===== src/rtl/psdr_pkg.sv =====
// Shared types and constants of the periodic sample decimal reporter.
package psdr_pkg;

    // Field widths
    localparam int SAMPLE_IN_W = 10;
    localparam int CHAR_W      = 8;
    localparam int PERIOD_W    = 16;

    // Default width of the held sample store
    localparam int SAMPLE_BITS_DEF = 10;

    // Reported value never exceeds four decimal digits
    localparam int MAX_DIGITS  = 4;
    localparam int VAL_W       = 14;
    localparam int DIG_W       = 4;
    localparam int DIG_CNT_W   = $clog2(MAX_DIGITS + 1);
    localparam logic [PERIOD_W-1:0] MAX_SHOWN = 16'd9999;

    // Period after reset
    localparam logic [PERIOD_W-1:0] PERIOD_RESET = 16'd250;

    // Reciprocal for divide by ten: q = (v * DIV10_MUL) >> DIV10_SHIFT,
    // exact for every v up to 43698
    localparam int DIV10_SHIFT = 19;
    localparam logic [15:0] DIV10_MUL = 16'd52429;

    // Characters
    localparam logic [CHAR_W-1:0] ASCII_ZERO   = 8'd48;
    localparam logic [CHAR_W-1:0] ASCII_NINE   = 8'd57;
    localparam logic [CHAR_W-1:0] NEWLINE_CHAR = 8'd10;

    // Commands
    localparam logic CMD_SAMPLE = 1'b0;
    localparam logic CMD_TICK   = 1'b1;

    // One report job passed from the front end to the converter
    typedef struct packed {
        logic             valid;
        logic [VAL_W-1:0] value;
    } job_t;

endpackage


===== src/rtl/psdr_in_if.sv =====
// Input item channel: command and converter sample.
interface psdr_in_if;
    logic                               valid;
    logic                               ready;
    logic                               command;
    logic [psdr_pkg::SAMPLE_IN_W-1:0]   sample_value;

    modport source (output valid, output command, output sample_value, input ready);
    modport sink   (input valid, input command, input sample_value, output ready);
endinterface


===== src/rtl/psdr_out_if.sv =====
// Output character channel: one ASCII character per transfer.
interface psdr_out_if;
    logic                           valid;
    logic                           ready;
    logic [psdr_pkg::CHAR_W-1:0]    ascii_char;
    logic                           last;

    modport source (output valid, output ascii_char, output last, input ready);
    modport sink   (input valid, input ascii_char, input last, output ready);
endinterface


===== src/rtl/psdr_front.sv =====
// Front end: holds the latest sample, counts ticks and raises report jobs.
module psdr_front #(
    parameter int SAMPLE_BITS = psdr_pkg::SAMPLE_BITS_DEF
) (
    input  logic                            clk,
    input  logic                            rst_n,
    psdr_in_if.sink                         item_ch,
    input  logic                            cfg_we,
    input  logic [psdr_pkg::PERIOD_W-1:0]   cfg_wdata,
    input  logic                            queue_full,
    output psdr_pkg::job_t                  push_job
);

    logic [SAMPLE_BITS-1:0]             held_reg, held_next;
    logic [psdr_pkg::PERIOD_W-1:0]      count_reg, count_next;
    logic [psdr_pkg::PERIOD_W-1:0]      period_reg;
    logic [psdr_pkg::PERIOD_W-1:0]      count_inc;
    logic [SAMPLE_BITS+psdr_pkg::SAMPLE_IN_W-1:0] sample_ext;
    logic [SAMPLE_BITS+psdr_pkg::PERIOD_W-1:0]    held_ext;
    logic [psdr_pkg::PERIOD_W-1:0]      held16;
    logic                               xfer;
    logic                               report;

    assign item_ch.ready = !queue_full;
    assign xfer          = item_ch.valid && item_ch.ready;

    // Sample masked or zero-extended to the store width
    assign sample_ext = {{SAMPLE_BITS{1'b0}}, item_ch.sample_value};

    // Held value widened or cut to sixteen bits for the saturation below
    assign held_ext = {{psdr_pkg::PERIOD_W{1'b0}}, held_reg};
    assign held16   = held_ext[psdr_pkg::PERIOD_W-1:0];

    // Prescaler compare
    assign count_inc = count_reg + 16'd1;
    assign report    = (count_inc >= period_reg);

    always_comb
    begin
        held_next      = held_reg;
        count_next     = count_reg;
        push_job.valid = 1'b0;
        if (held16 > psdr_pkg::MAX_SHOWN)
        begin
            push_job.value = psdr_pkg::MAX_SHOWN[psdr_pkg::VAL_W-1:0];
        end
        else
        begin
            push_job.value = held16[psdr_pkg::VAL_W-1:0];
        end
        if (xfer)
        begin
            case (item_ch.command)
                psdr_pkg::CMD_SAMPLE:
                begin
                    held_next = sample_ext[SAMPLE_BITS-1:0];
                end
                psdr_pkg::CMD_TICK:
                begin
                    if (report)
                    begin
                        count_next     = '0;
                        push_job.valid = 1'b1;
                    end
                    else
                    begin
                        count_next = count_inc;
                    end
                end
                default:
                begin
                    count_next = count_reg;
                end
            endcase
        end
    end

    // State and configuration registers
    always_ff @(posedge clk or negedge rst_n)
    begin
        if (!rst_n)
        begin
            held_reg   <= '0;
            count_reg  <= '0;
            period_reg <= psdr_pkg::PERIOD_RESET;
        end
        else
        begin
            held_reg  <= held_next;
            count_reg <= count_next;
            if (cfg_we)
            begin
                period_reg <= cfg_wdata;
            end
        end
    end

endmodule


===== src/rtl/psdr_queue.sv =====
// Two-entry job queue between front end and converter.
module psdr_queue (
    input  logic            clk,
    input  logic            rst_n,
    input  psdr_pkg::job_t  push_job,
    output logic            full,
    output psdr_pkg::job_t  head_job,
    input  logic            pop
);

    logic [psdr_pkg::VAL_W-1:0] slot_reg [2];
    logic                       wr_ptr_reg, wr_ptr_next;
    logic                       rd_ptr_reg, rd_ptr_next;
    logic [1:0]                 fill_reg, fill_next;
    logic                       do_push;
    logic                       do_pop;

    assign full           = (fill_reg == 2'd2);
    assign do_push        = push_job.valid && !full;
    assign do_pop         = pop && (fill_reg != 2'd0);
    assign head_job.valid = (fill_reg != 2'd0);
    assign head_job.value = slot_reg[rd_ptr_reg];

    // Pointer and fill bookkeeping
    always_comb
    begin
        wr_ptr_next = do_push ? !wr_ptr_reg : wr_ptr_reg;
        rd_ptr_next = do_pop  ? !rd_ptr_reg : rd_ptr_reg;
        fill_next   = fill_reg;
        if (do_push && !do_pop)
        begin
            fill_next = fill_reg + 2'd1;
        end
        else if (do_pop && !do_push)
        begin
            fill_next = fill_reg - 2'd1;
        end
    end

    always_ff @(posedge clk or negedge rst_n)
    begin
        if (!rst_n)
        begin
            wr_ptr_reg <= 1'b0;
            rd_ptr_reg <= 1'b0;
            fill_reg   <= 2'd0;
        end
        else
        begin
            wr_ptr_reg <= wr_ptr_next;
            rd_ptr_reg <= rd_ptr_next;
            fill_reg   <= fill_next;
        end
    end

    // Storage
    always_ff @(posedge clk)
    begin
        if (do_push)
        begin
            slot_reg[wr_ptr_reg] <= push_job.value;
        end
    end

endmodule


===== src/rtl/psdr_back.sv =====
// Back end: splits a value into decimal digits and sends them as characters.
module psdr_back (
    input  logic            clk,
    input  logic            rst_n,
    input  psdr_pkg::job_t  head_job,
    output logic            pop,
    psdr_out_if.source      char_ch
);

    localparam logic [1:0] ST_IDLE = 2'd0;
    localparam logic [1:0] ST_CONV = 2'd1;
    localparam logic [1:0] ST_EMIT = 2'd2;

    localparam int PROD_W = psdr_pkg::VAL_W + 16;

    logic [1:0]                                 state_reg, state_next;
    logic [psdr_pkg::VAL_W-1:0]                 val_reg, val_next;
    logic [psdr_pkg::MAX_DIGITS-1:0][psdr_pkg::DIG_W-1:0] dig_reg, dig_next;
    logic [psdr_pkg::DIG_CNT_W-1:0]             nd_reg, nd_next;
    logic                                       valid_reg, valid_next;
    logic [psdr_pkg::CHAR_W-1:0]                char_reg, char_next;
    logic                                       last_reg, last_next;
    logic [PROD_W-1:0]                          prod;
    logic [psdr_pkg::VAL_W-1:0]                 quot;
    logic [psdr_pkg::VAL_W-1:0]                 rem;
    logic                                       load;

    assign char_ch.valid      = valid_reg;
    assign char_ch.ascii_char = char_reg;
    assign char_ch.last       = last_reg;

    // One divide-by-ten step per cycle
    assign prod = PROD_W'(val_reg) * PROD_W'(psdr_pkg::DIV10_MUL);
    assign quot = psdr_pkg::VAL_W'(prod >> psdr_pkg::DIV10_SHIFT);
    assign rem  = val_reg - ((quot << 3) + (quot << 1));

    // Output register takes a new character when empty or being drained
    assign load = !valid_reg || char_ch.ready;

    always_comb
    begin
        state_next = state_reg;
        val_next   = val_reg;
        dig_next   = dig_reg;
        nd_next    = nd_reg;
        valid_next = valid_reg && !char_ch.ready;
        char_next  = char_reg;
        last_next  = last_reg;
        pop        = 1'b0;
        case (state_reg)
            ST_IDLE:
            begin
                if (head_job.valid)
                begin
                    pop        = 1'b1;
                    val_next   = head_job.value;
                    nd_next    = '0;
                    state_next = ST_CONV;
                end
            end
            ST_CONV:
            begin
                // Least significant digit enters at the top and moves down
                dig_next = {rem[psdr_pkg::DIG_W-1:0],
                            dig_reg[psdr_pkg::MAX_DIGITS-1:1]};
                val_next = quot;
                nd_next  = nd_reg + 1'b1;
                if ((quot == '0) ||
                    (nd_next == psdr_pkg::DIG_CNT_W'(psdr_pkg::MAX_DIGITS)))
                begin
                    state_next = ST_EMIT;
                end
            end
            ST_EMIT:
            begin
                if (load)
                begin
                    valid_next = 1'b1;
                    if (nd_reg != '0)
                    begin
                        // Most significant digit sits at the top
                        char_next = psdr_pkg::ASCII_ZERO +
                                    psdr_pkg::CHAR_W'(dig_reg[psdr_pkg::MAX_DIGITS-1]);
                        last_next = 1'b0;
                        dig_next  = {dig_reg[psdr_pkg::MAX_DIGITS-2:0],
                                     {psdr_pkg::DIG_W{1'b0}}};
                        nd_next   = nd_reg - 1'b1;
                    end
                    else
                    begin
                        char_next  = psdr_pkg::NEWLINE_CHAR;
                        last_next  = 1'b1;
                        state_next = ST_IDLE;
                    end
                end
            end
            default:
            begin
                state_next = ST_IDLE;
            end
        endcase
    end

    // Control registers
    always_ff @(posedge clk or negedge rst_n)
    begin
        if (!rst_n)
        begin
            state_reg <= ST_IDLE;
            valid_reg <= 1'b0;
            nd_reg    <= '0;
        end
        else
        begin
            state_reg <= state_next;
            valid_reg <= valid_next;
            nd_reg    <= nd_next;
        end
    end

    // Datapath registers
    always_ff @(posedge clk)
    begin
        val_reg  <= val_next;
        dig_reg  <= dig_next;
        char_reg <= char_next;
        last_reg <= last_next;
    end

endmodule


===== src/rtl/periodic_sample_decimal_reporter_core.sv =====
// Periodic sample decimal reporter: front end, job queue and decimal converter.
// Samples and non-reporting ticks are taken every cycle while the two-entry job queue has room.
// A reporting tick of a d-digit value (d = 1..4) queues a job; the converter pops it,
// runs one divide-by-ten step per digit, then sends the d digits and a newline at one
// character per cycle while the receiver is ready, and pops no new job until it has
// loaded the newline.
// Reset (rst_n low, asynchronous) clears the held sample and tick count, sets the period to 250.
module periodic_sample_decimal_reporter_core #(
    parameter int SAMPLE_BITS = psdr_pkg::SAMPLE_BITS_DEF
) (
    input  logic                            clk,
    input  logic                            rst_n,
    psdr_in_if.sink                         item_ch,
    psdr_out_if.source                      char_ch,
    input  logic                            cfg_we,
    input  logic [psdr_pkg::PERIOD_W-1:0]   cfg_wdata
);

    psdr_pkg::job_t push_job;
    psdr_pkg::job_t head_job;
    logic           queue_full;
    logic           pop;

    psdr_front #(
        .SAMPLE_BITS (SAMPLE_BITS)
    ) u_front (
        .clk        (clk),
        .rst_n      (rst_n),
        .item_ch    (item_ch),
        .cfg_we     (cfg_we),
        .cfg_wdata  (cfg_wdata),
        .queue_full (queue_full),
        .push_job   (push_job)
    );

    psdr_queue u_queue (
        .clk      (clk),
        .rst_n    (rst_n),
        .push_job (push_job),
        .full     (queue_full),
        .head_job (head_job),
        .pop      (pop)
    );

    psdr_back u_back (
        .clk      (clk),
        .rst_n    (rst_n),
        .head_job (head_job),
        .pop      (pop),
        .char_ch  (char_ch)
    );

    // A job is never raised while the queue is full
    a_no_push_when_full: assert property (@(posedge clk) disable iff (!rst_n)
        push_job.valid |-> !queue_full)
        else $error("report job raised with queue full");

    // A queued job always carries a value of at most four digits
    a_job_in_range: assert property (@(posedge clk) disable iff (!rst_n)
        head_job.valid |-> (head_job.value <= psdr_pkg::MAX_SHOWN[psdr_pkg::VAL_W-1:0]))
        else $error("queued value exceeds four digits");

    // The closing character is a newline, every other one a digit
    a_last_is_newline: assert property (@(posedge clk) disable iff (!rst_n)
        (char_ch.valid && char_ch.last) |-> (char_ch.ascii_char == psdr_pkg::NEWLINE_CHAR))
        else $error("last character is not a newline");

    a_digit_range: assert property (@(posedge clk) disable iff (!rst_n)
        (char_ch.valid && !char_ch.last) |->
            ((char_ch.ascii_char >= psdr_pkg::ASCII_ZERO) &&
             (char_ch.ascii_char <= psdr_pkg::ASCII_NINE)))
        else $error("digit character out of range");

endmodule


===== src/flat_wrapper.sv =====
// flat-port wrapper written by rule: the top's interface ports become plain ports
module periodic_sample_decimal_reporter_core_flat 
#(
    parameter int SAMPLE_BITS = psdr_pkg::SAMPLE_BITS_DEF
)
  (clk, rst_n, cfg_we, cfg_wdata, item_ch_valid, item_ch_command, item_ch_sample_value, item_ch_ready, char_ch_valid, char_ch_ascii_char, char_ch_last, char_ch_ready);
  psdr_in_if item_ch_i ();
  psdr_out_if char_ch_i ();
  input  logic clk;
  input  logic rst_n;
  input  logic cfg_we;
  input  logic [psdr_pkg::PERIOD_W-1:0] cfg_wdata;
  input wire logic [$bits(item_ch_i.valid)-1:0] item_ch_valid;
  input wire logic [$bits(item_ch_i.command)-1:0] item_ch_command;
  input wire logic [$bits(item_ch_i.sample_value)-1:0] item_ch_sample_value;
  output wire logic [$bits(item_ch_i.ready)-1:0] item_ch_ready;
  output wire logic [$bits(char_ch_i.valid)-1:0] char_ch_valid;
  output wire logic [$bits(char_ch_i.ascii_char)-1:0] char_ch_ascii_char;
  output wire logic [$bits(char_ch_i.last)-1:0] char_ch_last;
  input wire logic [$bits(char_ch_i.ready)-1:0] char_ch_ready;
  assign item_ch_i.valid = item_ch_valid;
  assign item_ch_i.command = item_ch_command;
  assign item_ch_i.sample_value = item_ch_sample_value;
  assign item_ch_ready = item_ch_i.ready;
  assign char_ch_valid = char_ch_i.valid;
  assign char_ch_ascii_char = char_ch_i.ascii_char;
  assign char_ch_last = char_ch_i.last;
  assign char_ch_i.ready = char_ch_ready;
  periodic_sample_decimal_reporter_core #(.SAMPLE_BITS(SAMPLE_BITS)) u_core (.clk(clk), .rst_n(rst_n), .item_ch(item_ch_i), .char_ch(char_ch_i), .cfg_we(cfg_we), .cfg_wdata(cfg_wdata));
endmodule

===== config.mk =====
export PLATFORM = sky130hd
export DESIGN_NAME = periodic_sample_decimal_reporter_core_flat
export DESIGN_NICKNAME = d
export VERILOG_FILES = /design/src/rtl/psdr_pkg.sv /design/src/rtl/psdr_in_if.sv /design/src/rtl/psdr_out_if.sv /design/src/rtl/psdr_front.sv /design/src/rtl/psdr_queue.sv /design/src/rtl/psdr_back.sv /design/src/rtl/periodic_sample_decimal_reporter_core.sv /design/src/flat_wrapper.sv
export SDC_FILE = /design/constraint.sdc
export NUM_CORES = 1
export LEC_CHECK = 0
export ABC_AREA = 1
export BUFFER_PORTS_ARGS = -buffer_cell sky130_fd_sc_hd__clkbuf_2
export CAP_MARGIN = 40
export CORE_ASPECT_RATIO = 1.4
export CORE_MARGIN = 2
export CORE_UTILIZATION = 64
export DETAILED_ROUTE_END_ITERATION = 10
export PLACE_DENSITY_LB_ADDON = 0.15
export SLEW_MARGIN = 40
export SYNTH_ARGS = -nofsm -noshare
export SYNTH_HDL_FRONTEND = slang
export SYNTH_HIERARCHICAL = 1
export SYNTH_SLANG_ARGS = --single-unit

===== constraint.sdc =====
create_clock -name clk -period 7.5 [get_ports clk]
set_input_delay 1.5 -clock clk [delete_from_list [all_inputs] [get_ports clk]]
set_output_delay 1.5 -clock clk [all_outputs]
set_load 0.03 [all_outputs]

==> flow_summary.ini <==
[run_status]
outcome = completed

[global_routing]
grt_pass1_vias = 8056
grt_usage = 0.288
antenna_found_initial = 0
grt_max_degree = 53
overflow = 0
grt_pass1_wl_mm = 36.9

[yosys]
synth-seq-cells = 116
ys_warn_count = 6
synth_cell_type_count = 39
synthArstFlopShare = 0.448
yosysSeqAreaShare = 0.322
synth.area.top_cells = edfxtp_1, ha_1, nand2_1
synthCells = 1218
synth_area_per_cell_sq_um = 8.24
synth_edf_count = 64
synth_largest_area_cell = edfxtp_1
syn_area_sq_mm = 0.0100
synth_top_cell_area_share = 0.192
ys.flop_type = edfxtp_1

[run]
drv_cap = 0

[clock_network]
path_clk_slew_ns = 0.06
cts_tree = built
max-clock-path-buffers = 2
cts_resized = 0
holdBufCountCts = 0
clock-sinks = 116
htree_levels = 4
post_cts_buffers = 0
cts_root_buffer = clkbuf_16
numCtsBuffers = 17
clk_latency_ns = 0.42

[timing]
tightest_slew_ns = 0.719
fin_crit_sh = 0.759
finalHoldViolCount = 0
period_minus_slack_ns = 5.69
slew_headroom = 0.520
skew_ns = 0.0135
timing.setup.tns_ns = 0
finalMaxSlewViolations = 0
rsz0062_at_grt = false
final-setup-viol-count = 0
fmax_mhz = 176

[critical_path]
worstPathArrival_ns = 5.87
timing.rr.end = u_core/u_back/dig_reg[15]
start_kind = register
cpMostUsedCell = inv_1
critPathMaxFanout = 4
r2r_setup_slack_ns = 1.81
reg2reg_depth = 28
r2r-start = u_core/u_back/val_reg[12]
slowest_stage = fa_1
crit_path_start = u_core/u_back/val_reg[12]
cp-end-kind = register
critical-path-max-stage-delay_ns = 0.53
worstPathRequired_ns = 7.68
path_class = register to register

[floorplan]
core_sq_mm = 0.0155
fp.dieW_um = 110
die_y_um = 152
dieArea_sq_mm = 0.0167
rows = 54
initial_core_util = 0.648
ioPinCount = 43

[finish]
n_antenna_cell = 0
ff_latch_area_sq_mm = 0.00323
largest_reg_flops = 28
fillers = 1292
layout-area-overhead-vs-synth_pct = 8.89
final_cell_mix = nand2_1, inv_1, ha_1
drive_gt1_frac = 0.104
fin_nets = 1479
final_common_cell = nand2_1
multi_input_area_sq_mm = 0.00572

[drt]
post_drt_via_cell_ratio = 5.21
wirelength_mm = 22.0
drtPass1Iterations = 6
drt_iter0_drc = 397
drtAntennaViolNets = 0
drc = 0
vias = 7654
wl_per_cell_um = 15.0

[hold_path]
hold_depth = 0
hold_path_end = u_core/u_queue/slot_reg[1][7]
hold_path_class = register to register
hold_start = u_core/u_front/held_reg[7]

[placed_design]
gp_congestion = 0.964
dpl.hpwl_mm = 18.1
io_buffer_count = 40
-- cells in the mapped netlist, types with 12 or more instances --
cell / count
nand2_1: 359
inv_1: 248
o21ai_0: 44
xor2_1: 12
nor2_1: 65
fa_1: 51
edfxtp_1: 64
nand2_2: 12
a21oi_1: 29
dfrtp_1: 46
ha_1: 136
nand3_1: 28
nand4_1: 33
-- metal layers --
metal | up-vias | track usage | part of all wire
met5 | - | 0 | 0
met4 | 0 | 0.116 | 0.034
met3 | 45 | 0.0402 | 0.026
met2 | 145 | 0.530 | 0.55
met1 | 3571 | 0.324 | 0.39
li1 | 3893 | - | -
-- cell families (layout without fill, tap and decap cells) --
family / after synthesis / after routing / synth area share
adders and majority gates: 187 / 187 / 0.271
muxes: 11 / 11 / 0.0123
and+or+nand+nor: 524 / 524 / 0.222
DFF: 116 / 116 / 0.322
xor gates and xnor gates: 20 / 20 / 0.0190
buffers and inverters: 276 / 327 / 0.110
other: 2 / 6 / 0.000749
AOI/OAI and AO/OA: 82 / 82 / 0.0427
-- layout make-up --
cell class,instances,share of cell area
multi-input cells,830,0.524
inverters,252,0.0868
repair buffers,43,0.0204
flip-flops and latches,116,0.296
clock buffers,17,0.0389
clock inverters,15,0.0121
well taps,196,0.0224
-- how the worst max path moves through the flow --
stage / endpoint / cells past startpoint
global placement: u_core/u_back/dig_reg[15] / 28
CTS: u_core/u_back/dig_reg[15] / 28
global route: u_core/u_back/dig_reg[15] / 26
floorplan: u_core/u_back/dig_reg[15] / 28
finish: u_core/u_back/dig_reg[15] / 28
detailed placement: u_core/u_back/dig_reg[15] / 28
-- metrics by stage --
step                      setup slack (ns)   util  hold slack, ns  std cells  cell area, sq um
final                                 1.81  0.706           0.464       1469             10900
after global placement                1.92  0.670           0.447       1437             10400
after detailed placement              1.79  0.670           0.453       1437             10400
after global routing                  1.37  0.706           0.488       1469             10900
after floorplan                       2.20      -           0.437       1222             10000
after CTS                             1.78  0.706           0.470       1469             10900
-- worst max-delay path: cells and delay by family (launching register included) --
family	cells	cell delay (ns)
buf+inv	8	0.41
simple gates	7	0.72
xor+xnor	3	0.52
flops	1	0.41
compound gates	2	0.20
fa+ha+maj	8	3.17
Power is not shown: default switching activity piles up to over one toggle a cycle in this logic, so the estimate is an artifact.
